### src/rtl/bam_led_matrix_row_scanner_assert.svh
// assertion macros used by the row scanner rtl
`ifndef BAM_LED_MATRIX_ROW_SCANNER_ASSERT_SVH
`define BAM_LED_MATRIX_ROW_SCANNER_ASSERT_SVH

// same-cycle implication
`define BAMLMS_ASSERT_NOW(label, ante, cons) \
	label: assert property (@(posedge clk) disable iff (!arst_n) (ante) |-> (cons)) \
		else $error("bamlms assertion failed");

// next-cycle implication
`define BAMLMS_ASSERT_NEXT(label, ante, cons) \
	label: assert property (@(posedge clk) disable iff (!arst_n) (ante) |=> (cons)) \
		else $error("bamlms assertion failed");

`endif

### src/rtl/bamlms_pkg.sv
package bamlms_pkg;

	localparam int ROWS      = 4;
	localparam int COLUMNS   = 8;
	localparam int MAX_COLS  = 8;
	localparam int NUM_SLOTS = 6;
	localparam int PLANES    = 6;
	localparam int CHAN_BITS = 2;

	localparam int VAL_W     = 8;
	localparam int CH_W      = VAL_W - CHAN_BITS;
	localparam int PIX_W     = 3 * CH_W;
	localparam int LINE_W    = COLUMNS * PIX_W;
	localparam int ROW_W     = 2;
	localparam int COL_W     = 3;
	localparam int ROW_AW    = (ROWS > 1) ? $clog2(ROWS) : 1;
	localparam int PLANE_W   = 3;
	localparam int SLOT_W    = $clog2(NUM_SLOTS);
	localparam int TICK_W    = 6;
	localparam int DUR_W     = TICK_W + 1;
	localparam int CFG_IDX_W = $clog2(NUM_SLOTS);
	localparam int CFG_W     = PLANE_W;

	localparam logic KIND_WRITE = 1'b0;
	localparam logic KIND_TICK  = 1'b1;

	typedef struct packed {
		logic             kind;
		logic [ROW_W-1:0] pixel_row;
		logic [COL_W-1:0] pixel_column;
		logic [VAL_W-1:0] red_value;
		logic [VAL_W-1:0] green_value;
		logic [VAL_W-1:0] blue_value;
	} item_t;

	typedef struct packed {
		logic [MAX_COLS-1:0] red_drive;
		logic [MAX_COLS-1:0] green_drive;
		logic [MAX_COLS-1:0] blue_drive;
		logic [ROW_W-1:0]    row_index;
	} result_t;

	// scan position handed from the sequencer to the datapath
	typedef struct packed {
		logic [ROW_AW-1:0]  row;
		logic [PLANE_W-1:0] plane;
	} scan_t;

endpackage

### src/rtl/bamlms_ram.sv
module bamlms_ram #(
	parameter int WIDTH = 8,
	parameter int DEPTH = 4
) (
	input  logic                                   clk,
	input  logic                                   we,
	input  logic [((DEPTH > 1) ? $clog2(DEPTH) : 1)-1:0] waddr,
	input  logic [WIDTH-1:0]                       wdata,
	input  logic                                   re,
	input  logic [((DEPTH > 1) ? $clog2(DEPTH) : 1)-1:0] raddr,
	output logic [WIDTH-1:0]                       rdata
);

	logic [WIDTH-1:0] mem_q [DEPTH];
	logic [WIDTH-1:0] rdata_q;

	always_ff @(posedge clk) begin
		if (we) begin
			mem_q[waddr] <= wdata;
		end
		if (re) begin
			rdata_q <= mem_q[raddr];
		end
	end

	assign rdata = rdata_q;

endmodule

### src/rtl/bamlms_scan.sv
module bamlms_scan
	import bamlms_pkg::*;
(
	input  logic                 clk,
	input  logic                 arst_n,
	input  logic                 cfg_we,
	input  logic [CFG_IDX_W-1:0] cfg_addr,
	input  logic [CFG_W-1:0]     cfg_wdata,
	input  logic                 advance,
	output scan_t                scan
);

	logic [PLANE_W-1:0] plane_q [NUM_SLOTS];
	logic [SLOT_W-1:0]  slot_q;
	logic [TICK_W-1:0]  tick_q;
	logic [ROW_AW-1:0]  row_q;

	logic [PLANE_W-1:0] plane;
	logic [TICK_W-1:0]  tick_inc;
	logic [DUR_W-1:0]   dur;
	logic               slot_end;

	assign plane = (int'(slot_q) < NUM_SLOTS) ? plane_q[slot_q] : plane_q[0];

	// slot length is 2^plane ticks, one tick for a plane with no stored bit
	always_comb begin
		tick_inc = tick_q + TICK_W'(1);
		if (int'(plane) < PLANES) begin
			dur = DUR_W'(1) << plane;
		end else begin
			dur = DUR_W'(1);
		end
		slot_end = (tick_inc == '0) || ({1'b0, tick_inc} >= dur);
	end

	always_ff @(posedge clk or negedge arst_n) begin
		if (!arst_n) begin
			for (int i = 0; i < NUM_SLOTS; i++) begin
				plane_q[i] <= PLANE_W'(i);
			end
			slot_q <= '0;
			tick_q <= '0;
			row_q  <= '0;
		end else begin
			if (cfg_we) begin
				for (int i = 0; i < NUM_SLOTS; i++) begin
					if (int'(cfg_addr) == i) begin
						plane_q[i] <= cfg_wdata;
					end
				end
			end
			if (advance) begin
				row_q <= (int'(row_q) >= ROWS - 1) ? '0 : row_q + ROW_AW'(1);
				if (slot_end) begin
					tick_q <= '0;
					slot_q <= (int'(slot_q) >= NUM_SLOTS - 1) ? '0 : slot_q + SLOT_W'(1);
				end else begin
					tick_q <= tick_inc;
				end
			end
		end
	end

	assign scan.row   = row_q;
	assign scan.plane = plane;

endmodule

### src/rtl/bam_led_matrix_row_scanner.sv
// bam led matrix row scanner
// item channel: item_valid / item_stall carry one word of type item_t. a write
// word (kind = write) stores the top six bits of each colour at row and column;
// a tick word shows the active row for the current bit-angle slot and advances.
// result channel: result_valid / result_stall carry one result_t per tick word
// (inverted column masks, low lights a column, and the row shown). writes give
// no result.
// the frame store is a row-wide memory with a registered read. each word first
// reads its row, then merges and writes it back or forms the masks; item_stall
// stays high until the word is through, so the next word waits for it.
// a tick's result is valid once its masks are registered in the output register.
// a result sits in an output register; the next word is taken while it waits.
// a tick that finds that register still full and stalled waits in its merge step,
// holding item_stall high until the receiver takes the earlier result.
// reset: all pixels read as zero (per-row valid flags), row, slot and tick
// count clear, slot planes return to 0..5. there is no clearing pass.
// cfg_we writes slot plane cfg_addr (0..5); user must do so only while idle (unchecked).
module bam_led_matrix_row_scanner
	import bamlms_pkg::*;
(
	input  logic                 clk,
	input  logic                 arst_n,
	input  logic                 item_valid,
	output logic                 item_stall,
	input  item_t                item,
	output logic                 result_valid,
	input  logic                 result_stall,
	output result_t              result,
	input  logic                 cfg_we,
	input  logic [CFG_IDX_W-1:0] cfg_addr,
	input  logic [CFG_W-1:0]     cfg_wdata
);

	`include "bam_led_matrix_row_scanner_assert.svh"

	localparam logic ST_IDLE = 1'b0;
	localparam logic ST_OP   = 1'b1;

	logic              state_q;
	item_t             item_s1;
	logic [ROW_AW-1:0] row_s1;
	logic              in_range_s1;
	logic [ROWS-1:0]   row_valid_q;
	logic              result_valid_q;
	result_t           result_q;

	scan_t             scan;
	logic              accept;
	logic              out_free;
	logic              advance;
	logic              done;
	logic              ram_re;
	logic              ram_we;
	logic [ROW_AW-1:0] ram_raddr;
	logic [LINE_W-1:0] ram_rdata;
	logic [LINE_W-1:0] line;
	logic [LINE_W-1:0] merged;
	logic [MAX_COLS-1:0] red_mask;
	logic [MAX_COLS-1:0] green_mask;
	logic [MAX_COLS-1:0] blue_mask;
	logic [PIX_W-1:0]  pixel;
	logic [PIX_W-1:0]  new_pixel;
	logic [CH_W-1:0]   red_ch;
	logic [CH_W-1:0]   green_ch;
	logic [CH_W-1:0]   blue_ch;

	assign item_stall = (state_q != ST_IDLE);
	assign accept     = item_valid && !item_stall;
	assign out_free   = !result_valid_q || !result_stall;

	assign ram_re    = accept;
	assign ram_raddr = (item.kind == KIND_TICK) ? scan.row : ROW_AW'(item.pixel_row);

	bamlms_ram #(
		.WIDTH(LINE_W),
		.DEPTH(ROWS)
	) u_frame (
		.clk   (clk),
		.we    (ram_we),
		.waddr (row_s1),
		.wdata (merged),
		.re    (ram_re),
		.raddr (ram_raddr),
		.rdata (ram_rdata)
	);

	bamlms_scan u_scan (
		.clk       (clk),
		.arst_n    (arst_n),
		.cfg_we    (cfg_we),
		.cfg_addr  (cfg_addr),
		.cfg_wdata (cfg_wdata),
		.advance   (advance),
		.scan      (scan)
	);

	// a row never written since reset reads as all zero
	assign line = row_valid_q[row_s1] ? ram_rdata : '0;

	always_comb begin
		new_pixel = {item_s1.red_value[VAL_W-1:CHAN_BITS],
			item_s1.green_value[VAL_W-1:CHAN_BITS],
			item_s1.blue_value[VAL_W-1:CHAN_BITS]};
		merged     = line;
		red_mask   = '0;
		green_mask = '0;
		blue_mask  = '0;
		pixel      = '0;
		red_ch     = '0;
		green_ch   = '0;
		blue_ch    = '0;
		for (int c = 0; c < COLUMNS; c++) begin
			if (int'(item_s1.pixel_column) == c) begin
				merged[c*PIX_W +: PIX_W] = new_pixel;
			end
			pixel    = line[c*PIX_W +: PIX_W];
			red_ch   = pixel[3*CH_W-1:2*CH_W];
			green_ch = pixel[2*CH_W-1:CH_W];
			blue_ch  = pixel[CH_W-1:0];
			// planes past the stored bits leave every column off
			if (int'(scan.plane) < PLANES) begin
				red_mask[c]   = red_ch[scan.plane];
				green_mask[c] = green_ch[scan.plane];
				blue_mask[c]  = blue_ch[scan.plane];
			end
		end
	end

	assign ram_we  = (state_q == ST_OP) && (item_s1.kind == KIND_WRITE) && in_range_s1;
	assign advance = (state_q == ST_OP) && (item_s1.kind == KIND_TICK) && out_free;
	assign done    = (state_q == ST_OP) && ((item_s1.kind == KIND_WRITE) || out_free);

	always_ff @(posedge clk or negedge arst_n) begin
		if (!arst_n) begin
			state_q        <= ST_IDLE;
			row_valid_q    <= '0;
			result_valid_q <= 1'b0;
		end else begin
			unique case (state_q)
				ST_IDLE: begin
					if (accept) begin
						state_q <= ST_OP;
					end
				end
				ST_OP: begin
					if (done) begin
						state_q <= ST_IDLE;
					end
				end
				default: begin
					state_q <= ST_IDLE;
				end
			endcase
			if (ram_we) begin
				row_valid_q[row_s1] <= 1'b1;
			end
			if (advance) begin
				result_valid_q <= 1'b1;
			end else if (!result_stall) begin
				result_valid_q <= 1'b0;
			end
		end
	end

	always_ff @(posedge clk) begin
		if (accept) begin
			item_s1     <= item;
			row_s1      <= ram_raddr;
			in_range_s1 <= (int'(item.pixel_row) < ROWS) && (int'(item.pixel_column) < COLUMNS);
		end
		if (advance) begin
			result_q.red_drive   <= ~red_mask;
			result_q.green_drive <= ~green_mask;
			result_q.blue_drive  <= ~blue_mask;
			result_q.row_index   <= ROW_W'(row_s1);
		end
	end

	assign result_valid = result_valid_q;
	assign result       = result_q;

	`BAMLMS_ASSERT_NEXT(a_accept_to_op, accept, state_q == ST_OP)
	`BAMLMS_ASSERT_NOW(a_no_read_during_write, ram_we, !ram_re)
	`BAMLMS_ASSERT_NOW(a_result_from_tick, $rose(result_valid),
		$past(state_q == ST_OP && item_s1.kind == KIND_TICK))
	`BAMLMS_ASSERT_NEXT(a_write_marks_row, ram_we, row_valid_q[$past(row_s1)])

endmodule

### config.mk
export PLATFORM = sky130hd
export DESIGN_NAME = bam_led_matrix_row_scanner
export DESIGN_NICKNAME = d
export VERILOG_FILES = /design/src/rtl/bamlms_pkg.sv /design/src/rtl/bamlms_ram.sv /design/src/rtl/bamlms_scan.sv /design/src/rtl/bam_led_matrix_row_scanner.sv
export VERILOG_INCLUDE_DIRS = /design/src /design/src/rtl
export SDC_FILE = /design/constraint.sdc
export NUM_CORES = 1
export LEC_CHECK = 0
export BUFFER_PORTS_ARGS = -buffer_cell sky130_fd_sc_hd__buf_2
export CAP_MARGIN = 10
export CORE_ASPECT_RATIO = 0.75
export CORE_MARGIN = 2
export CORE_UTILIZATION = 30
export CTS_CLUSTER_DIAMETER = 200
export DETAILED_ROUTE_END_ITERATION = 10
export HOLD_SLACK_MARGIN = 0.15
export PLACE_DENSITY = 0.45
export REMOVE_ABC_BUFFERS = 1
export SLEW_MARGIN = 20
export SYNTH_ARGS = -nofsm -noshare
export SYNTH_HDL_FRONTEND = slang
export SYNTH_HIERARCHICAL = 1
export SYNTH_SLANG_ARGS = --single-unit
### constraint.sdc
create_clock -name clk -period 16 [get_ports clk]
set_input_delay 1.6 -clock clk [delete_from_list [all_inputs] [get_ports clk]]
set_output_delay 1.6 -clock clk [all_outputs]
set_load 0.005 [all_outputs]
======== After elaboration in Yosys (flattened, before gate mapping) ========
Memories as Yosys holds them, arrays and structs flattened. A register that Yosys moved wholly into a read port is not among the register bits.
Index checks and enable logic that the tools add are counted.
storage, ports and cells
  bits in registers ....................... 91
  memories ................................ 1
  output and inout bits ................... 28
  memory bits (writable) .................. 576
memories
  name           words  width  read ports  clocked after Yosys merged registers in  wr ports  RTL line          RTL
  u_frame.mem_q  4      144    1           1                                        1         bamlms_ram.sv:14  logic [WIDTH-1:0] mem_q [DEPTH];
operators by class
  order comparisons ....................... 9
  eq/ne operators ......................... 13
  multiplexer cells ....................... 101
  bitwise gates (word level) .............. 7
  $add $sub $neg .......................... 3
  reduce and logical (&&, ||, !) cells .... 22
  shift operators ......................... 1
operators by type and width
  cell                                                       number
  2-to-1 mux 144 bit                                         1
  2-to-1 mux 18 bit                                          8
  binary-select mux 1 bit (select 3 bit)                     24
  2-to-1 mux 1 bit                                           56
  equality test 3 bit (second input constant)                8
  NOT 8 bit                                                  3
  AND reduction 2 bit                                        7
  2-to-1 mux 3 bit                                           4
  binary-select mux 3 bit (select 3 bit)                     1
  equality test 3 x 2 -> 1 bit (second input constant)       3
  greater-or-equal comparator 6 x 7 -> 1 bit                 1
  2-to-1 mux 7 bit                                           1
  << shifter 1 x 3 -> 7 bit (first input constant)           1
  adder 6 x 1 -> 6 bit (second input constant)               1
  logical AND 1 bit                                          6
  zero test 3 bit                                            2
  zero test 6 bit                                            1
  < comparator 3 bit (second input constant)                 2
  2-to-1 mux 6 bit                                           1
  greater-or-equal comparator 4 bit (second input constant)  1
  < comparator 3 x 4 -> 1 bit (second input constant)        1
  2-to-1 mux 2 bit                                           2
  NOT 3 -> 4 bit                                             1
  bitwise OR 4 bit                                           1
  14 further kinds                                           19

======== Logic depth before layout (Yosys ltp) ========
  depth after elaboration ................. 10
  depth in mapped cells ................... 12

======== By module ========
Netlist, hierarchy kept.
modules (own cells, without submodules)
  module                      cells each  area an instance (um2)  seq. area each (um2)  instances
  bamlms_ram                  900         25095.3                 21620.7               1
  bam_led_matrix_row_scanner  742         5220.0                  1651.6                1
  bamlms_scan                 157         1762.9                  734.5                 1

======== Worst setup path after synthesis ========
Ideal clock, no wire load.
  path kind ............................... register -> register
  from .................................... register state_q (netlist: item_stall)
  to ...................................... memory u_frame/mem_q[0][0] (netlist bit), enable pin
  required time ........................... 15.146 ns
  period minus slack after synthesis ...... 12.019 ns
  cell stages (with the launch flop) ...... 3
  setup time .............................. 0.854 ns
  arrival ................................. 11.165 ns
  slack ................................... 3.981 ns
  cell sequence ........................... dfrtp_1 nor2b_1 nor3b_1
on the way
  longest elaborated chain between the ends .. 3
ends and longest elaborated chain
  what                                    RTL line                           RTL
  start: declaration                      bam_led_matrix_row_scanner.sv:39   logic state_q;
  start signal: assignment                bam_led_matrix_row_scanner.sv:135  state_q <= ST_IDLE;
  start signal: assignment                bam_led_matrix_row_scanner.sv:142  state_q <= ST_OP;
  start signal: assignment                bam_led_matrix_row_scanner.sv:147  state_q <= ST_IDLE;
  logical AND 1 bit                       bam_led_matrix_row_scanner.sv:129  assign ram_we = (state_q == ST_OP) && (item_s1.kind == KIND_WRITE) && in_range_s1;
  via ram_we                              bam_led_matrix_row_scanner.sv:53   logic ram_we;
  2-to-1 mux 1 bit                        bamlms_ram.sv:18                   if (we) begin
  2-to-1 mux 1 bit (implied by the code)  bamlms_ram.sv:19                   mem_q[waddr] <= wdata;
  end: declaration                        bamlms_ram.sv:14
The timed path passes the listed nets, and every way through them passes these cells.

==> run metrics <==
status=complete, no violations; Clock Latency Late Sink=~0.64 ns; CP max stage delay=roughly 0.9 ns; area leader, netlist=edfxtp_1; maximum vdd ir drop=92.4 uV; mux cell area share after synthesis=0.137; Cell Chain, Critical Path=mux4_2 -> nand2_1 -> o21ai_4 -> buf_4 -> buf_4 -> nand2b_1 -> buf_4 -> nor2_1 -> o21ai_0; EDFF count, synth=770; Die W=between 300 and 400 um; post-synthesis compound-gate area fraction=0.0290; leakage power=around 12 nW; R2R depth=9; Power Total=6.18 mW; Critical-path top delay cell=nand2b_1; first drt pass iteration count=7; final hold slack=0.468 ns; Critical Path AT=slightly below 5 ns; post-synth top area share=0.721; Hold Crit Start=row_valid_q[0]; die height=roughly 290 um; syn avg cell area=about 18 um2; wire length per cell=about 23 um; share of cells above drive strength 1=0.223; Mapped Area=32100 um2; number of port buffers=62; Ys Warns=6; post-cts sizing count=0; DIE AREA=about 110000 um2; Final ANT Viol Nets=0; via count=16200; kind of critical path=reg -> reg; area delta synth->final=14.9%; sequential area share after synthesis=0.748; DR iter-0 viols=roughly 1300; ys async rst share=0.0435; Adder-Cell Fraction of Synth Area=0.00429; reg-to-reg slack, setup=11.44 ns; CP required=about 16 ns; diodes inserted=0; Vias/cell=roughly 4.8; Setup Skew=around 0.019 ns; synth cell count leaders=edfxtp_1, nand2_1, mux4_2, mux2i_1, o21ai_0; final cycle utilization of the critical path=0.285; Main synth FF type=edfxtp_1; Total Routing Usage GR=0.143; CP most frequent cell=buf_4; Period minus WS final=4.56 ns; Synth Register Bits=805; hold_buf cts=0; Slew HR=0.241; final hold violation count=0; Setup WS pre-CTS=around 11 ns; IO Count=69; Layout Nets=1921; Mapped Cells=~1800; RSZ-0062 raised after global routing=false; worst min-delay path class=reg -> reg; Crit path buffers/inverters=3; buffer count from post-CTS setup fixing=0; Area contributors post-synth=edfxtp_1, mux4_2, nand2_1; PwrDens=around 170 nW/um2; TritonCTS clock tree=built; Residual DRC=0; hold depth=1; pin count of the biggest net entering global routing=roughly 130; delay-heaviest family, CP=buffers and inverters; routability congestion estimate=0.687; Critical Path Sink Type=flop; Max Slew Vio Count=0; worst r2r src=u_scan/slot_q[0]; Min-Delay Endpoint=row_valid_q[0]; clk buf depth=3; Synth cell types=between 40 and 50; Initial Util=0.304; core area=106000 um2; Final HPWL DP=approximately 40 mm; post-synthesis simple-gate area fraction=0.0592; setup violators final=0; Fillers=~10000; first-pass GRT wire length=about 120 mm; Fin Setup TNS=0 ns; total congestion overflow=0; clk slew on worst S/H paths=0.06 ns; clock root cell=clkbuf_16; Max Cap Viol=0; CTS Buf Count=86; largest family of logic cells by synthesized area=multiplexers; Rows=approximately 100; Worst Max-Slew Pin Slew=between 1 and 1.5 ns; FF-to-FF End=result[21]; WL final=around 79 mm; H-tree lvl count=3; Setup crit start kind=flop; FMAX=219 MHz; final worst slack=about 11 ns; vias in the first global route=17200; clock sinks=805; initial antenna violation count=3; worst-path maximum fanout=33; cell with the most instances after synthesis=edfxtp_1; post-layout util=0.349; xor and xnor area share after synthesis=0.00109
## area by class of cell
cell class | count | area, um2 | share of cell area
well taps | 1417 | 1770 | 0.0481
multi-input cells | 870 | 7510 | 0.204
inverters | 9 | 33.8 | 0.000917
clock buffers | 111 | 2360 | 0.0641
flip-flops and latches | 805 | 24000 | 0.652
clock inverters | 48 | 558 | 0.0151
repair buffers | 97 | 598 | 0.0162
## report_power, final
group          switching (mW)  total (mW)  internal, mW
sequential             0.0940        2.74          2.65
clock                   0.826        2.06          1.24
combinational           0.860        1.38         0.516
## worst max-delay path by stage
stage	from	end	slack, ns	cells past startpoint
2_1_floorplan	item_stall	u_frame/mem_q[0][0]	3.98	2
6_report	u_scan/slot_q[0]	result[21]	11.44	9
4_1_cts	u_scan/slot_q[0]	result[21]	11.30	9
3_3_place_gp	u_scan/slot_q[0]	result[21]	11.24	9
3_5_place_dp	u_scan/slot_q[0]	result[21]	11.36	9
5_1_grt	u_scan/slot_q[0]	result[21]	11.20	9
## sequential cells by signal (all words and copies together) (netlist names)
name and flops:
result 26, u_frame/rdata 144, u_scan/plane_q 18, row_valid_q 4, row_s1 2, item_stall 1, item_s1 22, u_frame/mem_q 576
u_scan/slot_q 3, u_scan/tick_q 6, result_valid 1, u_scan/row_q 2
## placed cells by master, fill, tap and decap left out, types with 7 or more instances in the layout
master     synthesis  final
edfxtp_1         770    770
o21ai_0           68     68
buf_2             33     62
nand2_1          304    304
inv_1              8      8
o21ai_1           55     53
nor2_1            34     34
o22ai_1           24     24
mux4_2           149    148
clkinv_2           0     13
clkbuf_1          43     19
clkbuf_16          0     91
buf_4              4     33
dfstp_2            7      7
nand3_1           59     58
bufinv_16          0     12
nor2b_1            8      7
ha_1              11     11
clkinv_1           1     17
mux2_2            27     25
mux2i_1           73     73
dfrtp_1           28     28
## worst register-to-register path, cell delays in order, from the launching register on
cell	delay (ns)
dfrtp_1	0.54
mux4_2	0.41
nand2_1	0.09
o21ai_4	0.08
buf_4	0.42
buf_4	0.74
nand2b_1	0.88
buf_4	0.48
nor2_1	0.09
o21ai_0	0.54
## cells by family after synthesis
logic type | after synthesis
compound gates | 166
xor+xnor | 4
fa+ha+maj | 11
buf+inv | 124
flops | 805
mux | 249
simple gates | 440
## per-stage QoR
stage | instance area, um2 | instances
after detailed placement | 33900 | 3198
after global routing | 36800 | 3357
after floorplan | 31400 | 1684
final | 36800 | 3357
after global placement | 33900 | 3198
after CTS | 36800 | 3357
## per-layer routing
layer  GRT usage  wire length (um)  vias to the layer above
met5           0                 0                        -
met4      0.0350              1570                        0
met3      0.0221              3510                      103
met2       0.237             37600                      380
met1       0.198             36100                     8545
li1            -                 -                     7160
(Power assumes the default switching activity.)
